File: src/tseq_ram.sv
// Generic single-port-write, single-port-read RAM with registered read data.
module tseq_ram #(
	parameter int WIDTH = 8,
	parameter int DEPTH = 16
) (
	input  logic                     clk,
	input  logic                     wr_en,
	input  logic [$clog2(DEPTH)-1:0] wr_addr,
	input  logic [WIDTH-1:0]         wr_data,
	input  logic [$clog2(DEPTH)-1:0] rd_addr,
	output logic [WIDTH-1:0]         rd_data
);

	logic [WIDTH-1:0] mem [DEPTH];

	always_ff @(posedge clk) begin
		if (wr_en) begin
			mem[wr_addr] <= wr_data;
		end
		rd_data <= mem[rd_addr];
	end

endmodule

File: config.mk
export PLATFORM = sky130hd
export DESIGN_NAME = tseq_ram
export DESIGN_NICKNAME = d
export VERILOG_FILES = /design/src/tseq_ram.sv
export SDC_FILE = /design/constraint.sdc
export NUM_CORES = 1
export LEC_CHECK = 0
export BUFFER_PORTS_ARGS = -buffer_cell sky130_fd_sc_hd__clkbuf_2
export CORE_MARGIN = 2
export CORE_UTILIZATION = 51
export DETAILED_ROUTE_END_ITERATION = 16
export PLACE_DENSITY = 0.79
export SLEW_MARGIN = 10
export SYNTH_ARGS = -nofsm -noshare
export SYNTH_HDL_FRONTEND = slang
export SYNTH_SLANG_ARGS = --single-unit
File: constraint.sdc
create_clock -name clk -period 1.45 [get_ports clk]
set_input_delay 0.0725 -clock clk [delete_from_list [all_inputs] [get_ports clk]]
set_output_delay 0.0725 -clock clk [all_outputs]
set_load 0.005 [all_outputs]
=== Word level (Yosys, flattened, before mapping) ===
Memories as Yosys holds them, arrays and structs flattened. A register that Yosys moved wholly into a read port is not among the register bits.
Cells that the tools add are included.

* Word-level logic and storage cells: 3
* Output and inout bits: 8
* RAM bits: 128
* Memories kept: 1
* Input port bits: 18
* Register bits after elaboration: 0

* Multiplexer cells: 2

{| class="wikitable"
|+ Memory list
! name !! words !! width !! read ports !! clocked after memory_dff !! write ports !! RTL line !! source
|-
| mem || 16 || 8 || 1 || 1 || 1 || 14 || <nowiki>logic [WIDTH-1:0] mem [DEPTH];</nowiki>
|}

{| class="wikitable"
|+ Operator list
! cell !! count
|-
| 1-bit 2-to-1 mux || 2
|}

=== Longest topological paths before layout ===
Gate-level depths: netlist (run 1).

* Depth in word-level cells: 2
* Mapped depth: 5
* Depth with buffers taken out: 3

=== Least setup slack after synthesis (run 1) ===
No wires, ideal clock.

* Path type: input to register
* Start point: input wr_addr[2]
* End point: memory mem[0][0], enable pin
* Buffers on the path: 0
* Arrival time: 1,182 ps
* Required time: 1,067 ps
* Cell stages on the path: 2
* Path slack: -115 ps
* Setup time: 383 ps
* Cell sequence: or3b_2 nor3_1

{| class="wikitable"
|+ RTL lines
! item !! RTL line !! source
|-
| from (decl) || 8 || <nowiki>input logic [$clog2(DEPTH)-1:0] wr_addr,</nowiki>
|-
| to (decl) || 14 ||
|}

Straight into the memory's write port.

==> flow_summary_export.csv, run 1 <==
group,metric,value,unit
die,ios,26,
synth,synth_seq_cells,136,
clock_tree,htree_levels,4,
grt,overflow,0,
layout,diodes,0,
sta,rsz0062_at_grt,"false",
worst_hold_path,min_to,"mem[7][5]",
sta,worst_slew_pin_slew,0.864,ns
die,rows,36,
layout,fin_util,64.0,%
setup_path,rrSetupSlack,0.04,ns
setup_path,setup.worst_path.start_class,"flop",
sta,max_clock_freq,0.710,GHz
power,leakagePower,0.00216,uW
route,post_drt_wl_per_cell,23.3,um
sta,max_slew_margin,42.2,%
power,ir_drop,0.632,mV
power,power.density,1430,nW/um^2
sta,setup-violations-final,0,
grt,grt_pass1_vias,2605,
synth,synth-seq-area-share,77.8,%
synth,synth.distinct_cells,19,
route,routed_wl,10400,um
synth,synth_nets,247,
synth,syn_area,5150,um^2
power,design_power_total,8940,uW
worst_hold_path,hold_class,"in2reg",
setup_path,path_class,"reg2reg",
setup_path,reg2reg_to,"rd_data[2]",
setup_path,path_max_fanout,1,
grt,grt_usage,20.3,%
setup_path,arrival,1.81,ns
clock_tree,cts.sinks,136,
die,die_height,104,um
setup_path,end_kind,"flop",
synth,yosys_warnings,0,
grt,grt_max_degree,25,
route,vias_per_cell,5.85,
layout,nets,318,
sta,slew_viol_final,0,
route,dr.first_iter.drc_count,185,
grt,antenna_found_initial,0,
layout,drive_above_1_share,34.8,%
sta,setup_ws,0.0421,ns
placement,place_ws,-0.0714,ns
route,drc,0,
route,via_count,2607,
worst_hold_path,holdCritStartpoint,"wr_data[5]",
clock_tree,clock_latency,0.52,ns
placement,gp_congestion,0.770,
sta,clock_skew,0.0123,ns
clock_tree,cts_buffers,17,
die,coreArea,9770,um^2
synth,syn_inst,229,
layout,area_delta_synth_final,21.5,%
clock_tree,cts_tree,"built",
sta,finalCriticalPeriod,1.41,ns
sta,min_period_over_period,97.1,%
grt,grt_pass1_wl,15800,um
clock_tree,clk_pin_slew,0.06,ns
route,route.antenna.remaining_nets,0,
die,die_area,10900,um^2
die,start_util,52.7,%
placement,portBuffers,25,
synth,syn_area_per_cell,22.5,um^2
clock_tree,clockBufferDepth,2,
job,max-cap-violations,0,
worst_hold_path,hold_path_depth,1,
sta,final-hold-violation-count,0,
setup_path,worst-r2r-cell-count,3,
route,dr.pass1.iters,6,
placement,hpwlAfterDp,6250,um
setup_path,required,1.85,ns
setup_path,r2r_start,"mem[1][2]",
setup_path,crit_path_start,"mem[1][2]",
die,die_w,104,um
clock_tree,root_buffer,"clkbuf_8",
outcome,status,"finished, final reports clean",
## sequential cells by signal, summed over array words and instances, names as in the netlist
| register | flops |
|---|---|
| rd_data | 8 |
| mem | 128 |
## cell usage after synthesis, drive strengths merged
cell | n | area [um^2]
and2 | 1 | 6.26
buf | 7 | 56.3
nand3 | 1 | 5.00
nand3b | 2 | 15.0
or3b | 1 | 8.76
nor2 | 13 | 48.8
a22oi | 16 | 120
clkdlybuf4s25 | 3 | 30.0
nor3 | 4 | 20.0
nor2b | 1 | 6.26
nand2 | 9 | 33.8
edfxtp | 128 | 3840
and2b | 1 | 7.51
dfxtp | 8 | 160
nand2b | 2 | 12.5
mux4 | 32 | 773
## cell usage in the layout, fill, tap and decap left out, drive strengths merged
cell         Yosys  final
buf              7     32
nand3            1      1
nand2            9      9
clkbuf           0     43
bufinv           0      2
nor3             4      4
nand3b           2      2
and2             1      1
dlygate4sd3      0      5
or3b             1      1
nor2            13     13
clkinvlp         0      4
nor2b            1      1
clkinv           0      6
nand2b           2      2
mux4            32     32
inv              0      2
a22oi           16     16
edfxtp         128    128
dfxtp            8      8
and2b            1      1
## per-stage QoR
stage | cells | hold WS, ns | TNS, ns | area (um^2)
6_report | 446 | 0.00175 | 0 | 6250
5_1_grt | 446 | 0.0238 | 0 | 6250
4_1_cts | 446 | 0.00381 | 0 | 6250
3_5_place_dp | 409 | 0.447 | -0.173 | 5620
3_3_place_gp | 409 | 0.444 | -0.0344 | 5620
2_1_floorplan | 229 | 0.171 | 0 | 5150
## worst max-delay path, cell delays in order (launching register included)
cell and delay [ns]:
edfxtp_1 0.37, mux4_1 0.58, a22oi_2 0.25, nand2_1 0.09
## worst max-delay path by stage
stage | slack [ns] | end | cells after the start
global placement | -0.02 | rd_data[0] | 5
detailed placement | -0.07 | rd_data[3] | 6
global route | 0.008 | rd_data[2] | 3
floorplan | 0.11 | mem[3][0] | 2
finish | 0.04 | rd_data[2] | 3
CTS | 0.02 | rd_data[1] | 3
## logic make-up (layout without fill, tap and decap cells)
group	after synthesis	count (layout)	synth area share [%]
flops	136	136	77.8
simple gates	35	35	3.18
mux	32	32	15.0
compound gates	16	16	2.33
buf+inv	10	94	1.68
## report_power, final
group / internal, uW / total, uW / leakage, uW / switching [uW]
clock network: 2450 / 4080 / 0.000265 / 1630
registers: 4400 / 4420 / 0.00122 / 28.0
logic: 201 / 439 / 0.000674 / 238
total: 7050 / 8940 / 0.00216 / 1890
## area by class of cell
class | instances | area, um^2
tap | 133 | 166
sequential | 136 | 4000
clock buffer | 18 | 418
clock inverter | 14 | 151
multi-input combinational | 83 | 1070
timing repair buffer | 62 | 440
fill | 635 | 3520
## layer usage
layer	vias up	part of all wire [%]	GRT usage, %
met2	136	51	32.5
met1	1345	40	27.4
li1	1115	-	-
met3	11	8.0	5.14
met4	0	1.3	6.85
met5	-	0	0
## timing repair
item / 4_1_cts / 5_1_grt
gates resized for setup: 1 / 1
hold buffers: 5 / 0
endpoints found under the setup margin: 1 / 2
setup buffers: 0 / 0
pin swaps: 0 / 1
cloned: 0 / 0
hold endpoints to repair: 67 / 0
(Power assumes the default switching activity.)
==> inputs of run 2 (changes only) <==
Settings changed: CORE_ASPECT_RATIO set to 2.
==> flow_summary_export.csv, run 2 (synthesis results as in run 1) <==
group,metric,value,unit
outcome,status,"finished, final reports clean",
layout,layout_common_cells,"edfxtp_1 (128), clkbuf_2 (25), buf_4 (25)",
worst_hold_path,hold_class,"in2reg",
clock_tree,cts_buffers,17,
route,vias_per_cell,5.55,
die,die_w,75.0,um
placement,gp_congestion,0.802,
die,coreArea,9760,um^2
sta,max_slew_margin,73.4,%
power,leakagePower,0.00212,uW
placement,placed_area,5580,um^2
setup_path,arrival,1.68,ns
sta,rsz0062_at_grt,"false",
grt,grt_pass1_vias,2577,
layout,area_delta_synth_final,19.8,%
die,rows,51,
layout,top_regs,"mem: 128 flops, rd_data: 8 flops",
setup_path,rrSetupSlack,0.07,ns
setup_path,path_class,"reg2reg",
clock_tree,root_buffer,"clkbuf_16",
grt,grt_pass1_wl,14800,um
route,dr.first_iter.drc_count,279,
layout,fin_cells,435,
sta,final-hold-violation-count,0,
power,power.density,1450,nW/um^2
placement,dp.cells,403,
sta,clock_skew,0.00698,ns
sta,worst_slew_pin_slew,0.399,ns
setup_path,required,1.75,ns
layout,largest_register,"mem",
die,die_height,146,um
clock_tree,clock_latency,0.41,ns
sta,slew_viol_final,0,
layout,drive_above_1_share,33.7,%
setup_path,reg2reg_to,"rd_data[2]",
layout,final_area,6160,um^2
route,routed_wl,9620,um
route,dr.pass1.iters,6,
sta,max_clock_freq,0.727,GHz
die,die_area,11000,um^2
route,via_count,2415,
grt,overflow,0,
setup_path,endpoint,"rd_data[2]",
clock_tree,postCtsHoldBufs,0,
power,ir_drop,1.19,mV
clock_tree,clk_pin_slew,0.06,ns
sta,setup-violations-final,0,
layout,fill_cells,659,
placement,hpwlAfterDp,6390,um
layout,mostFrequentLayoutCell,"edfxtp_1",
sta,finalCriticalPeriod,1.38,ns
clock_tree,cts_setup_buffers,0,
route,route.antenna.remaining_nets,0,
sta,setup_tns,0,ns
setup_path,path_max_fanout,1,
setup_path,crit_path_start,"mem[0][2]",
route,drc,0,
die,start_util,52.7,%
clock_tree,cts.sinks,136,
clock_tree,htree_levels,4,
setup_path,worst-r2r-cell-count,3,
layout,diodes,0,
setup_path,r2r_start,"mem[0][2]",
clock_tree,cts_resized,0,
layout,nets,308,
layout,fin_util,63.1,%
placement,portBuffers,25,
die,ios,26,
job,max-cap-violations,0,
grt,antenna_found_initial,0,
setup_path,end_kind,"flop",
route,post_drt_wl_per_cell,22.1,um
grt,grt_usage,19.9,%
clock_tree,clockBufferDepth,2,
setup_path,setup.worst_path.start_class,"flop",
layout,largest_reg_flops,128,
grt,grt_max_degree,27,
sta,min_period_over_period,94.9,%
clock_tree,cts_tree,"built",
## run 2: cell type report
cell class	instances	area, um^2	area share (%)
well taps	132	165	2.68
flip-flops and latches	136	4000	64.9
repair buffers	52	353	5.72
clock inverters	13	148	2.39
clock buffers	19	433	7.02
multi-input cells	83	1060	17.2
## run 2: routing by layer
metal  part of all wire [%]  routed length (um)  GRT usage, %  vias up
met5                      0                   0             0        -
met4                    1.3                 122          8.84        0
met3                    3.5                 338          5.38       10
met2                     59                5660          33.5       61
met1                     36                3490          23.2     1247
li1                       -                   -             -     1097
## run 2: worst max-delay path: stages (launching register included)
cell	delay, ns
edfxtp_1	0.38
mux4_1	0.53
a22oi_1	0.28
nand2_1	0.08
## run 2: worst min path at each step
stage | endpoint | slack [ns] | startpoint | depth (start not counted)
after floorplan | mem[0][0] | 0.17 | wr_data[0] | 0
after global placement | rd_data[0] | 0.45 | rd_data[0] | 1
after detailed placement | rd_data[0] | 0.45 | rd_data[0] | 1
after CTS | mem[4][5] | 0.06 | wr_data[5] | 1
after global routing | mem[4][5] | 0.1 | wr_data[5] | 1
final | mem[5][7] | 0.08 | wr_data[7] | 1
## run 2: through the flow
step / power (uW) / setup WS, ns / hold WS [ns]
2_1_floorplan: 4720 / 0.111 / 0.171
5_1_grt: 9230 / 0.0539 / 0.0964
3_3_place_gp: 4890 / 0.00466 / 0.455
6_report: 8950 / 0.0741 / 0.0801
3_5_place_dp: 4920 / -0.0722 / 0.450
4_1_cts: 9030 / 0.0701 / 0.0623
## run 2: where the power goes
group	switching [uW]	total [uW]	internal, uW
combinational	221	406	185
sequential	24.8	4420	4400
clock	1580	4120	2550
total	1820	8950	7130
