$ cat config.mk
export PLATFORM = sky130hd
export DESIGN_NAME = tseq_cmp
export DESIGN_NICKNAME = d
export VERILOG_FILES = /design/src/tseq_pkg.sv /design/src/tseq_cmp.sv
export SDC_FILE = /design/constraint.sdc
export NUM_CORES = 1
export LEC_CHECK = 0
export ABC_CLOCK_PERIOD_IN_PS = 3420
export BUFFER_PORTS_ARGS = -buffer_cell sky130_fd_sc_hd__buf_2
export CAP_MARGIN = 20
export CORE_MARGIN = 8
export CORE_UTILIZATION = 42
export DETAILED_ROUTE_END_ITERATION = 10
export PLACE_DENSITY = 0.9
export RECOVER_POWER = 50
export SYNTH_ARGS = -nofsm -noshare
export SYNTH_HDL_FRONTEND = slang
export SYNTH_SLANG_ARGS = --single-unit
$ cat constraint.sdc
create_clock -name vclk -period 3.42
set_input_delay 0.684 -clock vclk [all_inputs]
set_output_delay 0.684 -clock vclk [all_outputs]
set_load 0.02 [all_outputs]
$ cat src/tseq_pkg.sv
// Package with the types and constants shared by the timestamp-sorted event queue.
package tseq_pkg;

	localparam int TIME_W = 32;
	localparam int KIND_W = 8;
	localparam int SUB_W  = 8;
	localparam int PAY_W  = 32;
	localparam int POS_W  = 6;
	localparam int IDX_W  = 7;
	localparam int REQ_W  = 3;

	typedef enum logic [REQ_W-1:0] {
		REQ_CLEAR  = 3'd0,
		REQ_APPEND = 3'd1,
		REQ_INSERT = 3'd2,
		REQ_REMOVE = 3'd3,
		REQ_READ   = 3'd4,
		REQ_POP    = 3'd5,
		REQ_SEEK   = 3'd6
	} req_code_t;

	typedef enum logic [1:0] {
		ST_OK   = 2'd0,
		ST_BAD  = 2'd1,
		ST_FULL = 2'd2,
		ST_NONE = 2'd3
	} status_t;

	typedef enum logic [2:0] {
		S_IDLE,
		S_APPEND,
		S_INSERT,
		S_REMOVE,
		S_SHOW,
		S_POP,
		S_SEEK,
		S_FIN
	} state_t;

	typedef struct packed {
		logic [REQ_W-1:0]  req_type;
		logic [TIME_W-1:0] event_time;
		logic [KIND_W-1:0] event_kind;
		logic [SUB_W-1:0]  event_subtype;
		logic [PAY_W-1:0]  event_payload;
		logic [POS_W-1:0]  position;
		logic [TIME_W-1:0] query_time;
	} req_t;

	typedef struct packed {
		status_t           status;
		logic [TIME_W-1:0] out_time;
		logic [KIND_W-1:0] out_kind;
		logic [SUB_W-1:0]  out_subtype;
		logic [PAY_W-1:0]  out_payload;
		logic [IDX_W-1:0]  out_index;
		logic [IDX_W-1:0]  entry_count;
	} rsp_t;

	typedef struct packed {
		logic [TIME_W-1:0] stamp;
		logic [KIND_W-1:0] kind;
		logic [SUB_W-1:0]  subtype;
		logic [PAY_W-1:0]  payload;
	} entry_t;

	localparam int ENTRY_W = $bits(entry_t);

	typedef struct packed {
		logic lt;
		logic eq;
	} cmp_t;

endpackage

$ cat src/tseq_cmp.sv
// Shared timestamp comparator used by the append check, the insert shift and the pop and seek searches.
module tseq_cmp
	import tseq_pkg::*;
(
	input  logic [TIME_W-1:0] stored,
	input  logic [TIME_W-1:0] key,
	output cmp_t              result
);

	assign result.lt = stored < key;
	assign result.eq = stored == key;

endmodule

# --- After elaboration in Yosys (flattened, before gate mapping) ---
# Index checks and enable logic that the tools add are counted.
classes:
  magnitude_cmp: 1
  eq_ne: 1
op_table:
  columns: ["cell", "n"]
  rows:
  - ["equality test 32 bit", 1]
  - ["less-than comparator 32 bit", 1]
totals:
  regBits: 0
  input_bits: 64
  out_inout_bits: 2
  wordCells: 2

# --- Logic depth before layout (Yosys ltp) ---
# Gate-level depths: netlist of the first run.
logic_depth:
  word_depth: 1
  ltp_mapped: 7

# --- Worst setup path before layout of the first run ---
# Ideal clock, no wire load.
synth_timing:
  path_type: "input-to-output"
  start: "in key[13]"
  end: "out result[1] (netlist bit)"
  arrival_ns: 2.531
  required_time_ns: 2.736
  path_slack_ns: 0.205
  stages: 7
  cell_sequence: "inv_1 -> ha_1 -> a21oi_1 -> nor2_1 -> a211o_1 -> or4b_1 -> a2111oi_2"
synth_lines:
  columns: ["item", "line_no", "rtl"]
  rows:
  - ["start: declaration", "tseq_cmp.sv:6", "input logic [TIME_W-1:0] key,"]
  - ["end: declaration", "tseq_cmp.sv:7", "output cmp_t result"]

==> results of run 1 <==
-- metal layers --
metal	vias up	wire, um
met3	0	267
met1	409	853
met2	41	952
met5	-	0
li1	527	-
met4	0	0
-- power by group through the flow --
stage	clock (mW)	combinational, mW	sequential, mW
6_report	0	0.115	0
5_1_grt	0	0.138	0
4_1_cts	0	0.117	0
3_5_place_dp	0	0.116	0
3_3_place_gp	0	0.113	0
2_1_floorplan	0	0.0654	0
-- synthesized netlist by cell type --
cell type,n
sky130_fd_sc_hd__and4_1,2
sky130_fd_sc_hd__a2111oi_2,1
sky130_fd_sc_hd__or4b_1,1
sky130_fd_sc_hd__a21oi_1,11
sky130_fd_sc_hd__nand2_2,1
sky130_fd_sc_hd__or3_1,1
sky130_fd_sc_hd__nor2b_1,2
sky130_fd_sc_hd__inv_1,32
sky130_fd_sc_hd__a221oi_1,1
sky130_fd_sc_hd__a21o_1,1
sky130_fd_sc_hd__a21boi_1,1
sky130_fd_sc_hd__o211ai_1,1
sky130_fd_sc_hd__a211o_1,1
sky130_fd_sc_hd__a211oi_1,1
sky130_fd_sc_hd__nand3_1,2
sky130_fd_sc_hd__nand4_1,4
sky130_fd_sc_hd__o21ai_1,1
sky130_fd_sc_hd__nor2_1,6
sky130_fd_sc_hd__o21ai_0,3
sky130_fd_sc_hd__nor4_1,1
sky130_fd_sc_hd__nand2_1,9
sky130_fd_sc_hd__ha_1,32
-- worst max-delay path: cells and delay by family --
family | cells | cell delay [ns]
AO/OA/AOI/OAI | 3 | 0.67
AND/OR/NAND/NOR | 2 | 0.59
buffers and inverters | 2 | 0.30
adder cells (fa/ha/maj) | 1 | 0.30
-- per-stage QoR --
step	cells	setup slack, ns	cell area, sq um	util, %
finish	208	0.1835	1174	62.37
global route	208	0.04817	1174	62.37
CTS	208	0.08880	1172	62.30
detailed placement	208	0.09985	1172	62.30
global placement	208	0.1569	1172	62.30
floorplan	115	0.2048	808.3	-
-- layout make-up --
cell class	instances	area [sq um]	area share (%)
multi-input cells	83	688.2	58.64
repair buffers	66	331.6	28.25
inverters	32	120.1	10.23
well taps	27	33.78	2.878
-- repair_timing --
item,CTS,global route
setup endpoints to repair,0,1
resized for setup,0,1
endpoints found under the hold margin,0,0
-- how the worst max path moves through the flow --
| stage | from | endpoint | slack [ns] |
|---|---|---|---|
| global route | stored[13] | result[1] | 0.05 |
| finish | stored[13] | result[1] | 0.18 |
| floorplan | key[13] | result[1] | 0.20 |
| CTS | stored[13] | result[1] | 0.09 |
| detailed placement | stored[13] | result[1] | 0.1 |
| global placement | stored[13] | result[1] | 0.16 |
-- cells in the final DEF (no fill, tap or decap), types with 2 or more instances in the layout --
master                    instances
sky130_fd_sc_hd__a21oi_1         11
sky130_fd_sc_hd__and4_1           2
sky130_fd_sc_hd__buf_2           64
sky130_fd_sc_hd__ha_1            32
sky130_fd_sc_hd__inv_1           32
sky130_fd_sc_hd__nand2_1          9
sky130_fd_sc_hd__nand3_1          2
sky130_fd_sc_hd__nand4_1          4
sky130_fd_sc_hd__nor2_1           6
sky130_fd_sc_hd__nor2b_1          2
sky130_fd_sc_hd__o21ai_0          3
-- logic make-up (layout without fill, tap and decap cells) --
logic type      Yosys count  after routing
simple gates             29             29
fa+ha+maj                32             32
buf+inv                  32             98
compound gates           22             22
==> results_tabular.tex, run 1 <==
\begin{tabular}{lr}
\hline
Metric & Value \\
\hline
\multicolumn{2}{l}{\textbf{Setup path}} \\
\quad Critical Path End Type & output port \\
\quad Crit path max fanout & 2 \\
\quad Data arrival time of the worst path & 2.55 ns \\
\quad Required time of the worst setup path & 2.74 ns \\
\quad Critical path start-end classification & input port to output port \\
\quad Cell chain of the critical path & buf\_2 > ha\_1 > a21oi\_1 > nor2\_1 > a211o\_1 > or4b\_1 > a2111oi\_2 > buf\_4 \\
\quad Highest-delay cell along the critical path & sky130\_fd\_sc\_hd\_\_or4b\_1 \\
\quad Category of the worst setup path launch point & input port \\
\quad CP peak stage delay & 0.53 ns \\
\multicolumn{2}{l}{\textbf{Floorplan}} \\
\quad Floorplan Core Area & 1882 sq um \\
\quad Initial Utilization & 42.95\% \\
\quad Y dimension of the die & 59.87 um \\
\quad Row Count & 16 \\
\quad Floorplan die area & 3584 sq um \\
\quad I/O pin count & 66 \\
\quad Die boundary width & 59.87 um \\
\multicolumn{2}{l}{\textbf{Synth}} \\
\quad Average cell area after synthesis & 7.028 sq um \\
\quad Multiplexer fraction of the synthesized cell area & 0\% \\
\quad Synthesized area & 808.3 sq um \\
\quad Simple-gate share of the synthesized area & 18.58\% \\
\quad Main combinational cell family by area after synthesis & adder cells \\
\quad Count of cell types in the netlist & 22 \\
\quad Top post-synthesis cells by area & sky130\_fd\_sc\_hd\_\_ha\_1, sky130\_fd\_sc\_hd\_\_inv\_1, sky130\_fd\_sc\_hd\_\_a21oi\_1, sky130\_fd\_sc\_hd\_\_nand2\_1, sky130\_fd\_sc\_hd\_\_nand4\_1 \\
\quad Portion of the post-synthesis area used by sequential elements & 0\% \\
\quad Library cell occupying the most area in the post-synthesis netlist & sky130\_fd\_sc\_hd\_\_ha\_1 \\
\quad Compound-cell area share of the yosys netlist & 17.03\% \\
\quad Warning count from the yosys run & 0 \\
\quad Mapped Nets & 211 \\
\quad Yosys top cell area share & 49.54\% \\
\quad Post-synthesis adder-cell area fraction & 49.54\% \\
\quad XOR/XNOR share of the synthesized area & 0\% \\
\quad Synthesized netlist cell count & 115 \\
\multicolumn{2}{l}{\textbf{Timing}} \\
\quad RSZ-0062 raised after global routing & no \\
\quad Final setup violation count & 0 \\
\quad Worst hold slack & 1.781 ns \\
\quad Normalized max-slew margin & 75.93\% \\
\quad Actual transition at the worst max-transition pin & 0.3577 ns \\
\quad Final TNS setup & 0 ns \\
\quad Minimum period implied by the final worst setup slack & 3.236 ns \\
\quad Achievable clock frequency & 0.3090 GHz \\
\quad Period utilisation layout & 94.63\% \\
\quad Hold Violations, Final & 0 \\
\quad Max Slew Vio Count & 0 \\
\multicolumn{2}{l}{\textbf{Finish}} \\
\quad Inserted Diodes & 0 \\
\quad Number of inserted filler cells in the final layout & 195 \\
\quad Relative area change from synthesis to final layout & 45.20\% \\
\quad Layout cell share with drive strength beyond 1 & 37.02\% \\
\quad Number of clock buffers in the layout & 0 \\
\quad Register Area & 0 sq um \\
\quad Net count reported at finish & 279 \\
\quad Seq cells & 0 \\
\multicolumn{2}{l}{\textbf{Power}} \\
\quad Reg power frac & 0\% \\
\quad Gate power share & 100.0\% \\
\quad Peak supply drop & 0.00005134 V \\
\quad Total net switching power & 0.05184 mW \\
\quad Power per unit of standard cell area & 98.38 nW/um\^{}2 \\
\quad Clock network fraction of total power & 0\% \\
\quad Design Power & 0.1155 mW \\
\quad Pleak & 0.7670 nW \\
\quad Cell-internal power & 0.06362 mW \\
\quad Switching portion of total power & 44.90\% \\
\multicolumn{2}{l}{\textbf{Drt}} \\
\quad Violation count after the first detailed-routing iteration & 12 \\
\quad Pre-Repair DR Iteration Count & 2 \\
\quad Detailed-route wire length per cell & 9.971 um \\
\quad Final antenna-violating net count & 0 \\
\quad Count of vias placed by the detailed router & 977 \\
\quad Count of unresolved DRC violations after routing & 0 \\
\quad Routed Wire Length & 2074 um \\
\quad Via density per instance & 4.697 \\
\multicolumn{2}{l}{\textbf{Global route}} \\
\quad Met2 Usage GRT & 23.23\% \\
\quad Number of antenna violations at the first check in global routing & 0 \\
\quad Total GRT Usage & 11.85\% \\
\quad Via count of the first global-routing pass & 983 \\
\quad Global-route wire length before repair & 3629 um \\
\quad Most used routing layer in global routing & met2 \\
\quad Largest net degree at the start of global routing & 4 \\
\quad Met1 track demand over resource in global routing & 12.06\% \\
\quad GRT Residual Overflow & 0 \\
\quad Met3 track utilization from global routing & 4.516\% \\
\multicolumn{2}{l}{\textbf{Place}} \\
\quad Count of buffers inserted at the top-level ports & 66 \\
\quad Placed wire-length estimate after detailed placement & 2048 um \\
\quad RD Place Congestion & 0.7676 \\
\multicolumn{2}{l}{\textbf{Job}} \\
\quad Max Cap Viol & 0 \\
\multicolumn{2}{l}{\textbf{Hold path}} \\
\quad Worst hold path endpoint & result[1] \\
\quad Hold WC Path Type & input port to output port \\
\quad Hold path start & stored[31] \\
\quad Hold-critical path depth & 4 \\
\multicolumn{2}{l}{\textbf{Clock tree}} \\
\quad CTS Hold Bufs & 0 \\
\quad Setup Fix Bufs, Post-CTS & 0 \\
\multicolumn{2}{l}{\textbf{Run status}} \\
\quad Outcome & finished, final reports clean \\
\hline
\end{tabular}
No activity file was read; power rests on OpenSTA's default activity.
==> inputs of run 2 (changes only) <==
PLACE_DENSITY = 0.82   (was 0.9)
==> run 2 against run 1 <==
Net effect: utilization did not move; non-clock buffer count stayed put; count of clock-buffer cells in the layout unchanged; combinational power is essentially flat; highest routed layer unchanged.
==> results_tabular.tex, run 2 (synthesized netlist as in run 1, its figures left out) <==
\begin{tabular}{lr}
\hline
Metric & Value \\
\hline
\multicolumn{2}{l}{\textbf{Drt}} \\
\quad Routed Wire Length & 2179 um (+5.1\%) \\
\quad Count of vias placed by the detailed router & 971 (-0.61\%) \\
\quad Final antenna-violating net count & 0 (unchanged) \\
\quad Violation count after the first detailed-routing iteration & 18 (+6) \\
\quad Detailed-route wire length per cell & 10.48 um (+5.1\%) \\
\quad Count of unresolved DRC violations after routing & 0 (unchanged) \\
\quad Via density per instance & 4.668 (-0.61\%) \\
\quad Pre-Repair DR Iteration Count & 4 (+2) \\
\multicolumn{2}{l}{\textbf{Setup path}} \\
\quad Category of the worst setup path launch point & input port \\
\quad Critical path start-end classification & input port to output port \\
\quad Required time of the worst setup path & 2.74 ns (about the same) \\
\quad WP buf/inv & 2 (unchanged) \\
\quad Data arrival time of the worst path & 2.56 ns (about the same) \\
\quad CP peak stage delay & 0.53 ns (about the same) \\
\quad Critical Path End Type & output port \\
\quad Crit path max fanout & 2 (unchanged) \\
\quad Highest-delay cell along the critical path & sky130\_fd\_sc\_hd\_\_or4b\_1 \\
\quad Cell chain of the critical path & buf\_2 > ha\_1 > a21oi\_1 > nor2\_1 > a211o\_1 > or4b\_1 > a2111oi\_2 > buf\_4 \\
\quad Category of cells accounting for the largest share of critical-path delay & compound AO/OA/AOI/OAI gates \\
\multicolumn{2}{l}{\textbf{Power}} \\
\quad Pleak & 0.7670 nW (unchanged) \\
\quad Peak supply drop & 0.00004845 V (-5.6\%) \\
\quad Power per unit of standard cell area & 99.52 nW/um\^{}2 (+1.2\%) \\
\multicolumn{2}{l}{\textbf{Place}} \\
\quad Placed wire-length estimate after detailed placement & 2134 um (+4.2\%) \\
\quad Pre-CTS setup slack & 0.09659 ns (-0.003261 ns) \\
\quad Count of buffers inserted at the top-level ports & 66 (unchanged) \\
\quad RD Place Congestion & 0.7990 (+4.1\%) \\
\multicolumn{2}{l}{\textbf{Timing}} \\
\quad Final setup violation count & 0 (unchanged) \\
\quad Final setup slack of the worst path & 0.1780 ns (-0.005495 ns) \\
\quad Normalized max-slew margin & 79.54\% (+3.6 points) \\
\quad Period utilisation layout & 94.79\% (+0.16 points) \\
\quad Minimum period implied by the final worst setup slack & 3.242 ns (+0.005495 ns) \\
\quad Actual transition at the worst max-transition pin & 0.3041 ns (-0.05358 ns) \\
\quad RSZ-0062 raised after global routing & no \\
\quad Max Slew Vio Count & 0 (unchanged) \\
\quad Achievable clock frequency & 0.3085 GHz (-0.17\%) \\
\quad Hold Violations, Final & 0 (unchanged) \\
\quad Final TNS setup & 0 ns (unchanged) \\
\multicolumn{2}{l}{\textbf{Finish}} \\
\quad Net count reported at finish & 279 (unchanged) \\
\quad Number of inserted filler cells in the final layout & 195 (unchanged) \\
\quad Inserted Diodes & 0 (unchanged) \\
\quad Relative area change from synthesis to final layout & 45.20\% (unchanged) \\
\quad Most frequent standard cell in the layout excluding fill and tap cells & sky130\_fd\_sc\_hd\_\_buf\_2 \\
\quad Seq cells & 0 (unchanged) \\
\quad Most frequent cells in the layout & sky130\_fd\_sc\_hd\_\_buf\_2, sky130\_fd\_sc\_hd\_\_inv\_1, sky130\_fd\_sc\_hd\_\_ha\_1 \\
\quad Register Area & 0 sq um (unchanged) \\
\quad Number of clock buffers in the layout & 0 (unchanged) \\
\quad Layout cell share with drive strength beyond 1 & 37.02\% (unchanged) \\
\multicolumn{2}{l}{\textbf{Clock tree}} \\
\quad CTS Hold Bufs & 0 (unchanged) \\
\multicolumn{2}{l}{\textbf{Global route}} \\
\quad Global-route wire length before repair & 3643 um (+0.39\%) \\
\quad Largest net degree at the start of global routing & 4 (unchanged) \\
\quad GRT Residual Overflow & 0 (unchanged) \\
\quad Total GRT Usage & 11.98\% (+0.13 points) \\
\quad Number of antenna violations at the first check in global routing & 0 (unchanged) \\
\quad Via count of the first global-routing pass & 970 (-1.3\%) \\
\multicolumn{2}{l}{\textbf{Floorplan}} \\
\quad Initial Utilization & 42.95\% (unchanged) \\
\quad Die boundary width & 59.87 um (unchanged) \\
\quad Y dimension of the die & 59.87 um (unchanged) \\
\quad Floorplan die area & 3584 sq um (unchanged) \\
\quad I/O pin count & 66 (unchanged) \\
\quad Floorplan Core Area & 1882 sq um (unchanged) \\
\quad Row Count & 16 (unchanged) \\
\multicolumn{2}{l}{\textbf{Job}} \\
\quad Max Cap Viol & 0 (unchanged) \\
\multicolumn{2}{l}{\textbf{Hold path}} \\
\quad Hold WC Path Type & input port to output port \\
\multicolumn{2}{l}{\textbf{Run status}} \\
\quad Outcome & finished, final reports clean \\
\hline
\end{tabular}
## run 2: cell counts in the layout (fill, tap and decap cells not counted)
No cell type changed its count.
## run 2: final timing paths
path	slack (ns)	from	depth (start not counted)	to
max	0.18	stored[13]	8	result[1]
min	1.79	stored[31]	4	result[1]
## run 2: final cells by class
type / instances / area [sq um] / area share, %
Multi-Input combinational cell: 83 / 688.2 / 58.64
Timing Repair Buffer: 66 / 331.6 / 28.25
Inverter: 32 / 120.1 / 10.23
Tap cell: 27 / 33.78 / 2.878
## run 2: where the power goes
group | internal [mW] | total [mW] | switching (mW)
logic | 0.0638 | 0.117 | 0.0530
clock network | 0 | 0 | 0
registers | 0 | 0 | 0
## run 2: routing by layer
metal  part of all wire (%)  up-vias  track usage, %  wire length (um)
li1                       -      528               -                 -
met1                     39      406           12.55               860
met2                     51       37           24.31              1114
met3                    9.4        0           2.796               204
met4                      0        0               0                 0
met5                      0        -               0                 0
## run 2: stage by stage
stage | hold slack (ns) | util [%] | cell area, sq um | cells | total power [mW]
after floorplan | 1.572 | - | 808.3 | 115 | 0.06544
after CTS | 1.803 | 62.30 | 1172 | 208 | 0.1184
after global placement | 1.785 | 62.30 | 1172 | 208 | 0.1115
after global routing | 1.833 | 62.37 | 1174 | 208 | 0.1376
final | 1.794 | 62.37 | 1174 | 208 | 0.1168
after detailed placement | 1.794 | 62.30 | 1172 | 208 | 0.1178
## run 2: repair_timing
item,in CTS,in global routing
resized for setup,0,1
setup endpoints to repair,0,1
setup buffers,0,0
==> inputs of run 3 (changes only) <==
CORE_ASPECT_RATIO = 1.4   (was unset)
SETUP_SLACK_MARGIN = 0.5   (was unset)
==> run 3 against run 2 <==
Net effect: routed wire length grew 12%; first-iteration DRC count fell by 78%; critical path type unchanged; cell count down 2.9%; setup slack better by 0.048 ns; critical path depth increased by 1; combinational power grew 14%.
==> results_tabular.tex, run 3 (synthesized netlist as in run 1, its figures left out) <==
\begin{tabular}{lr}
\hline
Metric & Value \\
\hline
\multicolumn{2}{l}{\textbf{Timing}} \\
\quad Minimum period implied by the final worst setup slack & 3.194 ns (-0.04754 ns) \\
\quad Final setup violation count & 0 (unchanged) \\
\quad Period utilisation layout & 93.40\% (-1.4 points) \\
\quad Worst hold slack & 1.836 ns (+0.04208 ns) \\
\quad Final TNS setup & 0 ns (unchanged) \\
\quad Final setup slack of the worst path & 0.2256 ns (+0.04754 ns) \\
\quad RSZ-0062 raised after global routing & yes \\
\quad Achievable clock frequency & 0.3130 GHz (+1.5\%) \\
\quad Hold Violations, Final & 0 (unchanged) \\
\quad Normalized max-slew margin & 73.24\% (-6.3 points) \\
\quad Max Slew Vio Count & 0 (unchanged) \\
\quad Actual transition at the worst max-transition pin & 0.3972 ns (+0.09310 ns) \\
\multicolumn{2}{l}{\textbf{Place}} \\
\quad Pre-CTS setup slack & 0.1756 ns (+0.07903 ns) \\
\quad RD Place Congestion & 0.8321 (+4.1\%) \\
\quad Placed wire-length estimate after detailed placement & 2380 um (+12\%) \\
\quad Count of buffers inserted at the top-level ports & 66 (unchanged) \\
\quad Number of placed instances with taps included & 202 (-2.9\%) \\
\multicolumn{2}{l}{\textbf{Setup path}} \\
\quad Required time of the worst setup path & 2.74 ns (about the same) \\
\quad Category of cells accounting for the largest share of critical-path delay & compound AO/OA/AOI/OAI gates \\
\quad Data arrival time of the worst path & 2.51 ns (-0.05 ns) \\
\quad Category of the worst setup path launch point & input port \\
\quad WP buf/inv & 3 (+1) \\
\quad Critical path start-end classification & input port to output port \\
\quad Cell chain of the critical path & buf\_4 > inv\_12 > ha\_4 > a21oi\_2 > nor2\_1 > a211o\_1 > or4b\_4 > a2111oi\_4 > buf\_4 \\
\quad Crit path max fanout & 2 (unchanged) \\
\quad Dominant cell type by count on the critical path & sky130\_fd\_sc\_hd\_\_buf\_4 \\
\quad Critical Path End Type & output port \\
\quad Highest-delay cell along the critical path & sky130\_fd\_sc\_hd\_\_or4b\_4 \\
\quad CP peak stage delay & 0.50 ns (-0.03 ns) \\
\multicolumn{2}{l}{\textbf{Finish}} \\
\quad Core Util, Final & 67.42\% (+5.1 points) \\
\quad Seq cells & 0 (unchanged) \\
\quad Most frequent standard cell in the layout excluding fill and tap cells & sky130\_fd\_sc\_hd\_\_buf\_2 \\
\quad Number of clock buffers in the layout & 0 (unchanged) \\
\quad Layout cell share with drive strength beyond 1 & 43.09\% (+6.1 points) \\
\quad Net count reported at finish & 279 (unchanged) \\
\quad Most frequent cells in the layout & sky130\_fd\_sc\_hd\_\_buf\_2, sky130\_fd\_sc\_hd\_\_inv\_1, sky130\_fd\_sc\_hd\_\_ha\_1 \\
\quad Inserted Diodes & 0 (unchanged) \\
\quad Number of standard cells in the layout, taps in and fillers out & 202 (-2.9\%) \\
\quad Register Area & 0 sq um (unchanged) \\
\quad Relative area change from synthesis to final layout & 56.66\% \\
\multicolumn{2}{l}{\textbf{Global route}} \\
\quad GRT Residual Overflow & 0 (unchanged) \\
\quad Total GRT Usage & 13.49\% (+1.5 points) \\
\quad Largest net degree at the start of global routing & 4 (unchanged) \\
\quad Number of antenna violations at the first check in global routing & 0 (unchanged) \\
\quad Global-route wire length before repair & 4084 um (+12\%) \\
\quad Via count of the first global-routing pass & 1121 (+16\%) \\
\multicolumn{2}{l}{\textbf{Run status}} \\
\quad Outcome & finished, final reports clean \\
\multicolumn{2}{l}{\textbf{Drt}} \\
\quad Routed Wire Length & 2431 um (+12\%) \\
\quad Pre-Repair DR Iteration Count & 4 (unchanged) \\
\quad Final antenna-violating net count & 0 (unchanged) \\
\quad Count of unresolved DRC violations after routing & 0 (unchanged) \\
\quad Via density per instance & 4.906 (+5.1\%) \\
\quad Detailed-route wire length per cell & 12.03 um (+15\%) \\
\quad Count of vias placed by the detailed router & 991 (+2.1\%) \\
\quad Violation count after the first detailed-routing iteration & 4 (-14) \\
\multicolumn{2}{l}{\textbf{Floorplan}} \\
\quad I/O pin count & 66 (unchanged) \\
\quad Floorplan Core Area & 1878 sq um (-0.20\%) \\
\quad Row Count & 19 (+3) \\
\quad Initial Utilization & 43.04\% (+0.086 points) \\
\quad Die boundary width & 53.08 um (-11\%) \\
\quad Y dimension of the die & 67.91 um (+13\%) \\
\quad Floorplan die area & 3604 sq um (+0.55\%) \\
\multicolumn{2}{l}{\textbf{Power}} \\
\quad Pleak & 0.7732 nW (+0.81\%) \\
\quad Power per unit of standard cell area & 105.2 nW/um\^{}2 (+5.7\%) \\
\quad Peak supply drop & 0.00005292 V (+9.2\%) \\
\multicolumn{2}{l}{\textbf{Clock tree}} \\
\quad Setup Fix Bufs, Post-CTS & 0 (unchanged) \\
\quad CTS Hold Bufs & 0 (unchanged) \\
\multicolumn{2}{l}{\textbf{Job}} \\
\quad Max Cap Viol & 0 (unchanged) \\
\multicolumn{2}{l}{\textbf{Hold path}} \\
\quad Hold WC Path Type & input port to output port \\
\hline
\end{tabular}
-- run 3: cell counts in the layout (fill, tap and decap cells not counted) --
No cell type changed its count.
-- run 3: power by group --
group          internal, mW  leakage [nW]  switching [mW]
logic                0.0720         0.773          0.0612
registers                 0             0               0
clock network             0             0               0
-- run 3: layer usage --
metal / up-vias / part of all wire, % / track usage (%)
met2: 44 / 54 / 28.82
met1: 421 / 34 / 12.67
li1: 526 / - / -
met5: - / 0 / 0
met4: 0 / 0 / 0
met3: 0 / 12 / 3.478
-- run 3: what timing repair did --
action | 4_1_cts | 5_1_grt
endpoints found under the setup margin | 1 | 2
cloned | 0 | 0
gates resized for setup | 2 | 3
-- run 3: final cells by class --
class | instances | area (sq um)
multi-input combinational | 83 | 770.7
timing repair buffer | 66 | 334.1
inverter | 32 | 135.1
fill | 176 | 611.8
tap | 21 | 26.28
-- run 3: worst paths after layout --
path / startpoint / end / slack [ns] / cells after the start
worst min-delay path: stored[31] / result[1] / 1.84 / 4
worst max-delay path: key[13] / result[1] / 0.23 / 9
-- run 3: per-stage QoR --
| stage | power [mW] | cell area, sq um |
|---|---|---|
| floorplan | 0.07518 | 893.4 |
| global placement | 0.1257 | 1250 |
| detailed placement | 0.1336 | 1250 |
| CTS | 0.1355 | 1255 |
| global route | 0.1558 | 1266 |
| finish | 0.1332 | 1266 |
